### src/hw/rtl/tsx_pkg.sv
// Shared types, constants and lookup functions for the telnet/XML stream splitter.
// No dependencies; imported by every module of the block.
package tsx_pkg;

	localparam int unsigned TAG_MAX = 32;
	localparam int unsigned TLW     = $clog2(TAG_MAX + 2);

	localparam logic [2:0] K_TEXT       = 3'd0;
	localparam logic [2:0] K_TELNET     = 3'd1;
	localparam logic [2:0] K_TAG        = 3'd2;
	localparam logic [2:0] K_TEXT_END   = 3'd3;
	localparam logic [2:0] K_TELNET_END = 3'd4;

	localparam logic [7:0] C_IAC  = 8'hFF;
	localparam logic [7:0] C_SB   = 8'hFA;
	localparam logic [7:0] C_LF   = 8'h0A;
	localparam logic [7:0] C_LT   = 8'h3C;
	localparam logic [7:0] C_GT   = 8'h3E;
	localparam logic [7:0] C_AMP  = 8'h26;
	localparam logic [7:0] C_SEMI = 8'h3B;
	localparam logic [7:0] C_SL   = 8'h2F;

	typedef struct packed {
		logic [2:0] kind;
		logic [7:0] bval;
		logic [2:0] tkind;
		logic       closing;
		logic [2:0] dir;
		logic       line_end;
	} res_t;

	typedef struct packed {
		res_t [3:0] r;
		logic [1:0] last_idx;
	} burst_t;

	typedef struct packed {
		logic       overlong;
		logic [2:0] tkind;
		logic       closing;
		logic       selfc;
		logic [2:0] dir;
	} tag_info_t;

	function automatic res_t mk_res(input logic [2:0] k, input logic [7:0] b,
			input logic [2:0] tk, input logic cl, input logic [2:0] d, input logic le);
		res_t r;
		r.kind = k;
		r.bval = b;
		r.tkind = tk;
		r.closing = cl;
		r.dir = d;
		r.line_end = le;
		return r;
	endfunction

	function automatic logic is_ws(input logic [7:0] b);
		return (b == 8'h20) || (b >= 8'h09 && b <= 8'h0D);
	endfunction

	function automatic logic [3:0] name_len(input logic [2:0] k);
		case (k)
			3'd0: return 4'd6;
			3'd1: return 4'd4;
			3'd2: return 4'd4;
			3'd3: return 4'd11;
			3'd4: return 4'd5;
			3'd5: return 4'd7;
			3'd6: return 4'd8;
			default: return 4'd0;
		endcase
	endfunction

	// character i of tag name k, valid for i below name_len(k)
	function automatic logic [7:0] name_char(input logic [2:0] k, input logic [3:0] i);
		logic [87:0] s;
		logic [87:0] t;
		logic [3:0]  p;
		case (k)
			3'd0: s = 88'("prompt");
			3'd1: s = 88'("room");
			3'd2: s = 88'("name");
			3'd3: s = 88'("description");
			3'd4: s = 88'("exits");
			3'd5: s = 88'("terrain");
			3'd6: s = 88'("movement");
			default: s = '0;
		endcase
		p = name_len(k) - 4'd1 - i;
		t = s >> {p, 3'b000};
		return t[7:0];
	endfunction

	function automatic logic [2:0] dir_code(input logic [7:0] b);
		case (b)
			8'h6E: return 3'd1;
			8'h65: return 3'd2;
			8'h73: return 3'd3;
			8'h77: return 3'd4;
			8'h75: return 3'd5;
			8'h64: return 3'd6;
			default: return 3'd0;
		endcase
	endfunction

endpackage

### src/hw/rtl/tsx_tag.sv
// Incremental tag classifier: tracks name match, end/self-closing marks and dir= per byte.
// Depends on tsx_pkg.
module tsx_tag import tsx_pkg::*; (
	input  logic       clk,
	input  logic       arst_n,
	input  logic       start,
	input  logic       push,
	input  logic [7:0] bin,
	output tag_info_t  info
);
	logic [TLW-1:0] len_q;
	logic           closing_q, name_done_q, last_slash_q, dfound_q;
	logic [4:0]     nlen_q, prev_nlen_q;
	logic [6:0]     ok_q, prev_ok_q;
	logic [2:0]     dmatch_q, dir_q;
	logic [6:0]     ok_nx;
	logic [6:0]     fin_ok;
	logic [4:0]     fin_nlen;
	logic [2:0]     kind;
	logic [7:0]     dexp;

	always_comb begin
		for (int k = 0; k < 7; k++) begin
			ok_nx[k] = ok_q[k] && (nlen_q < 5'(name_len(3'(k))))
				&& (name_char(3'(k), nlen_q[3:0]) == bin);
		end
		case (dmatch_q)
			3'd0: dexp = 8'h64;
			3'd1: dexp = 8'h69;
			3'd2: dexp = 8'h72;
			default: dexp = 8'h3D;
		endcase
	end

	always_ff @(posedge clk or negedge arst_n) begin
		if (!arst_n) begin
			len_q <= '0;
			closing_q <= 1'b0;
			name_done_q <= 1'b0;
			last_slash_q <= 1'b0;
			dfound_q <= 1'b0;
			nlen_q <= '0;
			prev_nlen_q <= '0;
			ok_q <= '1;
			prev_ok_q <= '1;
			dmatch_q <= '0;
			dir_q <= '0;
		end else if (start) begin
			len_q <= TLW'(1);
			closing_q <= 1'b0;
			name_done_q <= 1'b0;
			last_slash_q <= 1'b0;
			dfound_q <= 1'b0;
			nlen_q <= '0;
			prev_nlen_q <= '0;
			ok_q <= '1;
			prev_ok_q <= '1;
			dmatch_q <= '0;
			dir_q <= '0;
		end else if (push) begin
			if (len_q >= TLW'(TAG_MAX)) begin
				len_q <= TLW'(TAG_MAX + 1);
			end else begin
				len_q <= len_q + TLW'(1);
				if (len_q == TLW'(1) && bin == C_SL) begin
					closing_q <= 1'b1;
					last_slash_q <= 1'b0;
				end else begin
					last_slash_q <= (bin == C_SL);
					if (!name_done_q) begin
						if (is_ws(bin)) begin
							name_done_q <= 1'b1;
						end else begin
							prev_ok_q <= ok_q;
							prev_nlen_q <= nlen_q;
							ok_q <= ok_nx;
							nlen_q <= nlen_q + 5'd1;
						end
					end else if (!dfound_q) begin
						if (dmatch_q == 3'd4) begin
							dir_q <= dir_code(bin);
							dfound_q <= 1'b1;
						end else if (bin == dexp) begin
							dmatch_q <= dmatch_q + 3'd1;
						end else if (bin == 8'h64) begin
							dmatch_q <= 3'd1;
						end else begin
							dmatch_q <= 3'd0;
						end
					end
				end
			end
		end
	end

	always_comb begin
		if (!name_done_q && last_slash_q) begin
			fin_ok = prev_ok_q;
			fin_nlen = prev_nlen_q;
		end else begin
			fin_ok = ok_q;
			fin_nlen = nlen_q;
		end
		kind = 3'd0;
		for (int k = 0; k < 7; k++) begin
			if (fin_ok[k] && fin_nlen == 5'(name_len(3'(k))))
				kind = 3'(k + 1);
		end
		info.overlong = (len_q > TLW'(TAG_MAX));
		info.tkind = kind;
		info.closing = closing_q;
		info.selfc = last_slash_q;
		info.dir = (kind == 3'd7 && dfound_q) ? dir_q : 3'd0;
	end

endmodule

### src/hw/rtl/tsx_front.sv
// Front end: accepts bytes, runs the telnet/tag/entity parser, forms at most one burst per byte.
// Depends on tsx_pkg and tsx_tag.
module tsx_front import tsx_pkg::*; (
	input  logic       clk,
	input  logic       arst_n,
	input  logic       take,
	input  logic [7:0] bin,
	input  logic       cfg_we,
	input  logic       cfg_bit,
	output logic       push,
	output burst_t     burst
);
	typedef enum logic [1:0] {PM_NORMAL, PM_TELNET, PM_XML, PM_ENTITY} pmode_t;
	typedef enum logic [3:0] {
		SM_NONE, SM_GOTIAC, SM_SKIP, SM_GOTSB, SM_GOTSBIAC, SM_AMP, SM_L, SM_G,
		SM_A, SM_AM, SM_LT, SM_GT, SM_AMPDONE
	} smode_t;

	pmode_t    pm_q, pm_nx;
	smode_t    sm_q, sm_nx;
	logic      tp_q, tp_nx, xml_q;
	logic      tag_start, tag_push;
	tag_info_t ti;
	res_t [3:0] r;
	logic [2:0] n;
	logic       done;

	tsx_tag u_tag (
		.clk    (clk),
		.arst_n (arst_n),
		.start  (tag_start),
		.push   (tag_push),
		.bin    (bin),
		.info   (ti)
	);

	always_comb begin
		pm_nx = pm_q;
		sm_nx = sm_q;
		tp_nx = tp_q;
		tag_start = 1'b0;
		tag_push = 1'b0;
		done = 1'b0;
		n = 3'd0;
		r = '0;
		case (pm_q)
			PM_TELNET: begin
				r[n[1:0]] = mk_res(K_TELNET, bin, 3'd0, 1'b0, 3'd0, 1'b0); n = n + 3'd1;
				case (sm_q)
					SM_GOTIAC: begin
						if (bin >= 8'd251 && bin <= 8'd254) sm_nx = SM_SKIP;
						else if (bin == C_SB) sm_nx = SM_GOTSB;
						else done = 1'b1;
					end
					SM_GOTSB: begin
						if (bin == C_IAC) sm_nx = SM_GOTSBIAC;
					end
					SM_GOTSBIAC: begin
						if (bin == C_IAC) sm_nx = SM_GOTSB;
						else done = 1'b1;
					end
					default: done = 1'b1;
				endcase
				if (done) begin
					r[n[1:0]] = mk_res(K_TELNET_END, 8'd0, 3'd0, 1'b0, 3'd0, 1'b0);
					n = n + 3'd1;
					pm_nx = PM_NORMAL;
					sm_nx = SM_NONE;
				end
			end
			PM_XML: begin
				if (bin == C_GT) begin
					if (ti.overlong) begin
						r[0] = mk_res(K_TAG, 8'd0, 3'd0, 1'b0, 3'd0, 1'b0);
						n = 3'd1;
					end else begin
						r[0] = mk_res(K_TAG, 8'd0, ti.tkind, ti.closing, ti.dir, 1'b0);
						r[1] = mk_res(K_TAG, 8'd0, ti.tkind, 1'b1, 3'd0, 1'b0);
						n = ti.selfc ? 3'd2 : 3'd1;
					end
					pm_nx = PM_NORMAL;
					sm_nx = SM_NONE;
				end else begin
					tag_push = take;
				end
			end
			PM_ENTITY: begin
				sm_nx = SM_NONE;
				pm_nx = PM_NORMAL;
				tp_nx = 1'b1;
				case (sm_q)
					SM_AMP: begin
						if (bin == 8'h6C) sm_nx = SM_L;
						else if (bin == 8'h67) sm_nx = SM_G;
						else if (bin == 8'h61) sm_nx = SM_A;
					end
					SM_L: if (bin == 8'h74) sm_nx = SM_LT;
					SM_G: if (bin == 8'h74) sm_nx = SM_GT;
					SM_A: if (bin == 8'h6D) sm_nx = SM_AM;
					SM_AM: if (bin == 8'h70) sm_nx = SM_AMPDONE;
					default: sm_nx = SM_NONE;
				endcase
				if (sm_q == SM_LT || sm_q == SM_GT || sm_q == SM_AMPDONE) begin
					r[0] = mk_res(K_TEXT, (sm_q == SM_LT) ? C_LT : ((sm_q == SM_GT) ? C_GT : C_AMP),
						3'd0, 1'b0, 3'd0, 1'b0);
					r[1] = mk_res(K_TEXT, bin, 3'd0, 1'b0, 3'd0, 1'b0);
					n = (bin == C_SEMI) ? 3'd1 : 3'd2;
					sm_nx = SM_NONE;
				end else if (sm_nx != SM_NONE) begin
					pm_nx = PM_ENTITY;
					tp_nx = tp_q;
				end else begin
					r[0] = mk_res(K_TEXT, C_AMP, 3'd0, 1'b0, 3'd0, 1'b0);
					n = 3'd1;
					case (sm_q)
						SM_L: begin r[1] = mk_res(K_TEXT, 8'h6C, 3'd0, 1'b0, 3'd0, 1'b0); n = 3'd2; end
						SM_G: begin r[1] = mk_res(K_TEXT, 8'h67, 3'd0, 1'b0, 3'd0, 1'b0); n = 3'd2; end
						SM_A: begin r[1] = mk_res(K_TEXT, 8'h61, 3'd0, 1'b0, 3'd0, 1'b0); n = 3'd2; end
						SM_AM: begin
							r[1] = mk_res(K_TEXT, 8'h61, 3'd0, 1'b0, 3'd0, 1'b0);
							r[2] = mk_res(K_TEXT, 8'h6D, 3'd0, 1'b0, 3'd0, 1'b0);
							n = 3'd3;
						end
						default: n = 3'd1;
					endcase
					r[n[1:0]] = mk_res(K_TEXT, bin, 3'd0, 1'b0, 3'd0, 1'b0);
					n = n + 3'd1;
				end
			end
			default: begin
				if (bin == C_IAC) begin
					if (tp_q) begin
						r[0] = mk_res(K_TEXT_END, 8'd0, 3'd0, 1'b0, 3'd0, 1'b0); n = 3'd1;
					end
					r[n[1:0]] = mk_res(K_TELNET, bin, 3'd0, 1'b0, 3'd0, 1'b0); n = n + 3'd1;
					tp_nx = 1'b0;
					pm_nx = PM_TELNET;
					sm_nx = SM_GOTIAC;
				end else if (bin == C_LF) begin
					r[0] = mk_res(K_TEXT, bin, 3'd0, 1'b0, 3'd0, 1'b1);
					r[1] = mk_res(K_TEXT_END, 8'd0, 3'd0, 1'b0, 3'd0, 1'b0);
					n = 3'd2;
					tp_nx = 1'b0;
				end else if (bin == C_LT && xml_q) begin
					if (tp_q) begin
						r[0] = mk_res(K_TEXT_END, 8'd0, 3'd0, 1'b0, 3'd0, 1'b0); n = 3'd1;
					end
					tp_nx = 1'b0;
					tag_start = take;
					pm_nx = PM_XML;
				end else if (bin == C_AMP && xml_q) begin
					pm_nx = PM_ENTITY;
					sm_nx = SM_AMP;
				end else begin
					r[0] = mk_res(K_TEXT, bin, 3'd0, 1'b0, 3'd0, 1'b0); n = 3'd1;
					tp_nx = 1'b1;
				end
			end
		endcase
		push = take && (n != 3'd0);
		burst.r = r;
		burst.last_idx = 2'(n - 3'd1);
	end

	always_ff @(posedge clk or negedge arst_n) begin
		if (!arst_n) begin
			pm_q <= PM_NORMAL;
			sm_q <= SM_NONE;
			tp_q <= 1'b0;
			xml_q <= 1'b0;
		end else begin
			if (cfg_we) xml_q <= cfg_bit;
			if (take) begin
				pm_q <= pm_nx;
				sm_q <= sm_nx;
				tp_q <= tp_nx;
			end
		end
	end

endmodule

### src/hw/rtl/tsx_queue.sv
// Four-entry burst queue between the parser and the result unpacker.
// Depends on tsx_pkg.
module tsx_queue import tsx_pkg::*; (
	input  logic       clk,
	input  logic       arst_n,
	input  logic       push,
	input  burst_t     wdata,
	input  logic       pop,
	output burst_t     head,
	output logic       empty,
	output logic       full,
	output logic [2:0] level
);
	burst_t     mem_q [4];
	logic [1:0] wp_q, rp_q;
	logic [2:0] cnt_q;

	assign empty = (cnt_q == 3'd0);
	assign full = (cnt_q == 3'd4);
	assign level = cnt_q;
	assign head = mem_q[rp_q];

	always_ff @(posedge clk) begin
		if (push) mem_q[wp_q] <= wdata;
	end

	always_ff @(posedge clk or negedge arst_n) begin
		if (!arst_n) begin
			wp_q <= '0;
			rp_q <= '0;
			cnt_q <= '0;
		end else begin
			if (push) wp_q <= wp_q + 2'd1;
			if (pop) rp_q <= rp_q + 2'd1;
			cnt_q <= cnt_q + 3'(push) - 3'(pop);
		end
	end

endmodule

### src/hw/rtl/tsx_back.sv
// Back end: walks the head burst one result per request onto the output stream.
// Depends on tsx_pkg.
module tsx_back import tsx_pkg::*; (
	input  logic        clk,
	input  logic        arst_n,
	input  burst_t      head,
	input  logic        empty,
	output logic        pop,
	output logic        m_axis_tvalid,
	input  logic        m_axis_tready,
	output logic [15:0] m_axis_tdata,
	output logic [2:0]  m_axis_tuser,
	output logic        m_axis_tlast
);
	logic [1:0] idx_q;
	res_t       cur;
	logic       fire;

	assign cur = head.r[idx_q];
	assign m_axis_tvalid = !empty;
	assign m_axis_tuser = cur.kind;
	assign m_axis_tdata = {cur.line_end, cur.dir, cur.closing, cur.tkind, cur.bval};
	assign m_axis_tlast = (idx_q == head.last_idx);
	assign fire = m_axis_tvalid && m_axis_tready;
	assign pop = fire && m_axis_tlast;

	always_ff @(posedge clk or negedge arst_n) begin
		if (!arst_n) begin
			idx_q <= '0;
		end else if (fire) begin
			idx_q <= m_axis_tlast ? 2'd0 : idx_q + 2'd1;
		end
	end

endmodule

### src/hw/rtl/telnet_xml_stream_splitter.sv
// Top level of the telnet/XML stream splitter: parser front, burst queue, result back end.
// Depends on tsx_pkg, tsx_front, tsx_queue and tsx_back.
//
//  channel   dir  signals                          contents
//  s_axis    in   tvalid tready tdata[7:0]         byte_in
//  m_axis    out  tvalid tready tdata[15:0] tuser  tuser=kind, tdata see port
//                 tlast                            tlast=last
//  cfg       in   cfg_valid cfg_ready cfg_data     xml_mode
//
// One byte accepted per cycle while the four-burst queue has room; each byte makes
// zero to four results, delivered one per cycle while m_axis_tready is high, so bursty bytes
// are limited by the output drain rate. Reset is asynchronous and clears parser
// state, xml_mode and the queue. Output stalls back up into s_axis_tready only
// once the queue is full.
module telnet_xml_stream_splitter import tsx_pkg::*; (
	input  logic        clk,
	input  logic        arst_n,
	input  logic        s_axis_tvalid,
	output logic        s_axis_tready,
	input  logic [7:0]  s_axis_tdata,   // [7:0] byte_in
	output logic        m_axis_tvalid,
	input  logic        m_axis_tready,
	output logic [15:0] m_axis_tdata,   // [7:0] byte_value [10:8] tag_kind [11] tag_closing
	                                    // [14:12] direction [15] line_end
	output logic [2:0]  m_axis_tuser,   // [2:0] kind
	output logic        m_axis_tlast,
	input  logic        cfg_valid,
	output logic        cfg_ready,
	input  logic [0:0]  cfg_data
);
	logic       take, push, pop, empty, full;
	logic [2:0] level;
	burst_t     wburst, head;

	assign cfg_ready = 1'b1;
	assign s_axis_tready = !full;
	assign take = s_axis_tvalid && s_axis_tready;

	tsx_front u_front (
		.clk     (clk),
		.arst_n  (arst_n),
		.take    (take),
		.bin     (s_axis_tdata),
		.cfg_we  (cfg_valid && cfg_ready),
		.cfg_bit (cfg_data[0]),
		.push    (push),
		.burst   (wburst)
	);

	tsx_queue u_queue (
		.clk    (clk),
		.arst_n (arst_n),
		.push   (push),
		.wdata  (wburst),
		.pop    (pop),
		.head   (head),
		.empty  (empty),
		.full   (full),
		.level  (level)
	);

	tsx_back u_back (
		.clk           (clk),
		.arst_n        (arst_n),
		.head          (head),
		.empty         (empty),
		.pop           (pop),
		.m_axis_tvalid (m_axis_tvalid),
		.m_axis_tready (m_axis_tready),
		.m_axis_tdata  (m_axis_tdata),
		.m_axis_tuser  (m_axis_tuser),
		.m_axis_tlast  (m_axis_tlast)
	);

	a_level: assert property (@(posedge clk) disable iff (!arst_n)
		level <= 3'd4) else $error("queue level overflow");

	a_kind: assert property (@(posedge clk) disable iff (!arst_n)
		m_axis_tvalid |-> m_axis_tuser <= K_TELNET_END) else $error("bad result kind");

	a_tag_byte: assert property (@(posedge clk) disable iff (!arst_n)
		m_axis_tvalid && m_axis_tuser == K_TAG |-> m_axis_tdata[7:0] == 8'd0)
		else $error("tag event carries a byte");

	a_no_push_full: assert property (@(posedge clk) disable iff (!arst_n)
		full && !pop |=> level == 3'd4) else $error("queue lost an entry");

endmodule
### config.mk
export PLATFORM = sky130hd
export DESIGN_NAME = telnet_xml_stream_splitter
export DESIGN_NICKNAME = d
export VERILOG_FILES = /design/src/hw/rtl/tsx_pkg.sv /design/src/hw/rtl/tsx_tag.sv /design/src/hw/rtl/tsx_front.sv /design/src/hw/rtl/tsx_queue.sv /design/src/hw/rtl/tsx_back.sv /design/src/hw/rtl/telnet_xml_stream_splitter.sv
export SDC_FILE = /design/constraint.sdc
export NUM_CORES = 1
export LEC_CHECK = 0
export BUFFER_PORTS_ARGS = -buffer_cell sky130_fd_sc_hd__buf_2
export CAP_MARGIN = 5
export CELL_PAD_IN_SITES_DETAIL_PLACEMENT = 2
export CELL_PAD_IN_SITES_GLOBAL_PLACEMENT = 2
export CORE_ASPECT_RATIO = 0.8
export CORE_UTILIZATION = 43
export DETAILED_ROUTE_END_ITERATION = 8
export PLACE_DENSITY_LB_ADDON = 0.1
export SYNTH_ARGS = -nofsm -noshare
export SYNTH_HDL_FRONTEND = slang
export SYNTH_HIERARCHICAL = 1
export SYNTH_SLANG_ARGS = --single-unit
### constraint.sdc
create_clock -name clk -period 4.4 [get_ports clk]
set_input_delay 0.44 -clock clk [delete_from_list [all_inputs] [get_ports clk]]
set_output_delay 0.44 -clock clk [all_outputs]
set_load 0.03 [all_outputs]
==> implementation parameters <==
Parameter                              Value

Setup path
  Req. time, crit path    4630 ps
  CP max FO    21
  Minimum setup slack among reg-to-reg paths    400 ps
  Kind of capture point of the worst setup path    flip-flop
  CP Launch Type    flip-flop
  End of the worst register-to-register path    u_queue/mem_q[0][72]$_DFFE_PP_
  CP arrival    4230 ps
  Crit Path Category    flip-flop to flip-flop
  Launching point of the worst reg2reg path    u_front/sm_q[2]$_DFFE_PN0P_
  Worst R2R Path Depth    9

STA
  Slew of the pin with the lowest slew margin    1400 ps
  Final max-slew violation count    0
  Period minus WS final    4000 ps
  Unrepaired setup endpoints after global routing    false
  Relative slew slack    5.62%
  Largest clock skew in the final design    17.0 ps
  Number of hold violations in the final report    0
  Final period utilization    91.0%
  Number of endpoints failing setup at the final stage    0
  Maximum operating frequency    250 MHz
  Aggregate negative setup slack    0 ps

Synthesis
  Count of flip-flops with a built-in enable after synthesis    312
  Post-synth design cell area    18400 µm²
  Sequential area share after synthesis    58.9%
  Proportion of register bits with asynchronous set or reset after synthesis    15.4%
  Avg Inst Size Synth    14.6 µm²
  Yosys warning count    6
  Yosys reg bits    369
  Unique cell type count in the Yosys netlist    98
  Ys flop type    sky130_fd_sc_hd__edfxtp_1
  Mapped Cells    1258

Pwr
  Clock power frac    23.6%
  Internal cell power    8.80 mW
  Sequential cell fraction of total power    36.2%
  Maximum ir drop on the vdd rail    0.375 mV
  Standby leakage power    7.08 nW
  Comb pwr share    40.3%
  Switch share    37.0%
  Cell Pwr Density    690 nW/µm²
  Net Sw Power    5.16 mW

Global route
  GRT Resource Usage Total    24.8%
  Via count of the first global-routing pass    12200
  Antenna violations before repair    0
  Total congestion overflow after global routing    0
  Largest net degree at the start of global routing    72
  Wire length of the first global-routing pass    80200 µm

Finish
  Number of nets in the layout    1342
  Fraction of the core area covered by cells at the end of the flow    48.2%
  Fillcell total    3968
  Post-route cell area    20200 µm²
  Diode insertion count for antenna repair    0
  Area grow syn2layout    10.1%
  Layout cells sized above 1    22.0%

Floorplanning
  Number of rows created at floorplan    67
  Die Width    233 µm
  Core footprint    42000 µm²
  I/O pin cnt    37
  Starting utilization of the core area    43.7%
  Die Outline Area    43600 µm²
  Die Ht    187 µm

Routing
  ANT nets after route    0
  First-pass iteration count of the detailed router    5
  Remaining routing DRC violations    0
  Sum of routed wire length over all layers    52700 µm
  Violation count after the first detailed-routing iteration    860
  Via count of the routed design    11200
  Post-detailed-route via-to-cell ratio    5.97
  Average wire per standard cell    28.2 µm

Job
  Number of violations of the max-capacitance limit    0

CTS
  Number of clock sinks    369
  H-tree Lvls    2
  Quantity of hold-fixing buffers added after cts    0
  Count of buffers added by post-CTS timing repair for setup    0
  Clock tree from TritonCTS    built
  Clock input transition at the sequential cells of the worst setup and hold paths    60 ps
  Gates resized, CTS repair    0
  Master cell of the clock root buffer    sky130_fd_sc_hd__clkbuf_16
  Clock buffers created by TritonCTS    40
  Clock buffer depth    3
  Clock latency at the later pin of the worst-skew pair    540 ps

Placement
  Cell area after placement    19000 µm²
  Final HPWL from detailed placement    36300 µm
  I/O Buffers    35
  Weighted congestion reported at the end of routability-driven placement    0.839

Worst hold path
  Worst hold path type    primary input to asynchronous set/reset pin

Status
  Result of the run    finished, final reports clean
-- cells by family after synthesis --
group                    share of synthesized area, %
flip-flops                                       58.9
buffers and inverters                            5.45
other                                          0.0409
AO/OA/AOI/OAI                                    8.12
multiplexers                                     13.1
adder cells (fa/ha/maj)                          2.70
XOR/XNOR                                         1.24
AND/OR/NAND/NOR                                  10.5
-- area by class of cell --
type | count | area [µm²] | area share [%]
Clock inverter | 23 | 231 | 1.14
Inverter | 47 | 176 | 0.872
Multi-Input combinational cell | 755 | 6670 | 33.0
Clock buffer | 50 | 1040 | 5.14
Sequential cell | 369 | 10800 | 53.5
Tap cell | 552 | 691 | 3.42
Timing Repair Buffer | 76 | 596 | 2.95
-- power groups by stage --
stage               Sequential (mW)  Clock (mW)  Combinational (mW)
finish                         5.05        3.29                5.62
floorplan                      4.88           0                4.20
detailed placement             5.12           0                5.64
global placement               5.05           0                5.48
CTS                            5.06        3.39                5.67
global route                   5.11        3.51                6.05
-- flip-flops by register name, indices dropped and copies added (netlist names) --
name and count:
u_back/idx_q 2, u_queue/mem_q 312, u_front/u_tag/prev_nlen_q 5, u_front/u_tag/closing_q 1
u_front/tp_q 1, u_front/u_tag/dfound_q 1, u_front/u_tag/nlen_q 5, u_front/u_tag/dir_q 3
u_front/xml_q 1, u_front/pm_q 2, u_front/u_tag/name_done_q 1, u_queue/rp_q 2
u_front/u_tag/prev_ok_q 7, u_front/u_tag/ok_q 7, u_front/u_tag/len_q 6, u_queue/wp_q 2
u_front/u_tag/dmatch_q 3, u_queue/level 3, u_front/sm_q 4, u_front/u_tag/last_slash_q 1
-- metal layers --
layer  part of all wire (%)  vias up  global-route usage, %
met5                      0        -                      0
met4                    1.6        0                   5.05
met3                    3.7       52                   3.17
met2                     48      237                   39.7
met1                     47     5969                   36.5
li1                       -     4926                      -
-- cell usage in the layout (no fill, tap or decap), types with 10 or more instances in the layout --
cell type / Yosys / routed
sky130_fd_sc_hd__o31ai_1: 11 / 11
sky130_fd_sc_hd__nand3_1: 15 / 15
sky130_fd_sc_hd__dfstp_2: 14 / 14
sky130_fd_sc_hd__nand4_1: 11 / 11
sky130_fd_sc_hd__nor2_1: 64 / 64
sky130_fd_sc_hd__clkbuf_1: 22 / 10
sky130_fd_sc_hd__dfrtp_1: 43 / 40
sky130_fd_sc_hd__edfxtp_1: 312 / 312
sky130_fd_sc_hd__o21ai_0: 40 / 40
sky130_fd_sc_hd__inv_1: 45 / 45
sky130_fd_sc_hd__a211o_1: 12 / 12
sky130_fd_sc_hd__conb_1: 2 / 28
sky130_fd_sc_hd__and2_1: 23 / 19
sky130_fd_sc_hd__nor3_1: 25 / 24
sky130_fd_sc_hd__and3_1: 17 / 17
sky130_fd_sc_hd__buf_4: 34 / 32
sky130_fd_sc_hd__nand2b_1: 16 / 16
sky130_fd_sc_hd__buf_2: 30 / 35
sky130_fd_sc_hd__a31oi_1: 15 / 15
sky130_fd_sc_hd__nor4_1: 10 / 10
sky130_fd_sc_hd__xnor2_1: 16 / 16
sky130_fd_sc_hd__nor2b_1: 10 / 10
sky130_fd_sc_hd__xor2_1: 10 / 10
sky130_fd_sc_hd__ha_1: 38 / 38
sky130_fd_sc_hd__a21oi_1: 39 / 39
sky130_fd_sc_hd__nand2_1: 57 / 57
sky130_fd_sc_hd__mux4_2: 95 / 95
sky130_fd_sc_hd__mux2i_1: 18 / 18
sky130_fd_sc_hd__clkbuf_16: 0 / 40
-- synth_stat cells, types with 17 or more instances --
cell type	instances	share of area, %
sky130_fd_sc_hd__nor2_1	64	1.3
sky130_fd_sc_hd__and3_1	17	0.58
sky130_fd_sc_hd__and2_1	23	0.78
sky130_fd_sc_hd__clkbuf_1	22	0.45
sky130_fd_sc_hd__buf_2	30	0.82
sky130_fd_sc_hd__inv_1	45	0.92
sky130_fd_sc_hd__nand2_1	57	1.2
sky130_fd_sc_hd__dfrtp_1	43	5.9
sky130_fd_sc_hd__mux4_2	95	12
sky130_fd_sc_hd__ha_1	38	2.6
sky130_fd_sc_hd__a21oi_1	39	1.1
sky130_fd_sc_hd__buf_4	34	1.4
sky130_fd_sc_hd__edfxtp_1	312	51
sky130_fd_sc_hd__o21ai_0	40	1.1
sky130_fd_sc_hd__nor3_1	25	0.68
sky130_fd_sc_hd__mux2i_1	18	0.98
-- worst max-delay path by stage --
stage / cells after the start / endpoint / slack, ps / from
after floorplan: 9 / u_queue/mem_q[1][0]$_DFFE_PP_ / 500 / s_axis_tdata[7]
after global placement: 10 / u_queue/mem_q[1][31]$_DFFE_PP_ / 410 / s_axis_tdata[1]
after detailed placement: 10 / u_queue/mem_q[0][24]$_DFFE_PP_ / 270 / s_axis_tdata[1]
after CTS: 9 / u_queue/mem_q[0][72]$_DFFE_PP_ / 460 / u_front/sm_q[2]$_DFFE_PN0P_
after global routing: 9 / u_queue/mem_q[0][72]$_DFFE_PP_ / 140 / u_front/sm_q[3]$_DFFE_PN0P_
final: 9 / u_queue/mem_q[0][72]$_DFFE_PP_ / 400 / u_front/sm_q[2]$_DFFE_PN0P_
-- metrics by stage --
stage / setup slack (ps) / power [mW] / hold slack [ps] / std cells
2_1_floorplan: 500 / 9.08 / 144 / 1284
3_3_place_gp: 409 / 10.5 / 488 / 1799
3_5_place_dp: 268 / 10.8 / 485 / 1799
4_1_cts: 460 / 14.1 / 106 / 1872
5_1_grt: 136 / 14.7 / 123 / 1872
6_report: 396 / 14.0 / 88.5 / 1872
-- critical path, cell delays in order (launching register included) --
cell and delay [ps]:
sky130_fd_sc_hd__dfrtp_1 550, sky130_fd_sc_hd__and3b_1 370, sky130_fd_sc_hd__a22oi_1 220, sky130_fd_sc_hd__o22ai_2 220, sky130_fd_sc_hd__nor3_1 500, sky130_fd_sc_hd__o21ai_0 230
sky130_fd_sc_hd__ha_1 240, sky130_fd_sc_hd__o2bb2ai_1 520, sky130_fd_sc_hd__and2_4 540, sky130_fd_sc_hd__buf_4 280
No activity file was read; power rests on OpenSTA's default activity.
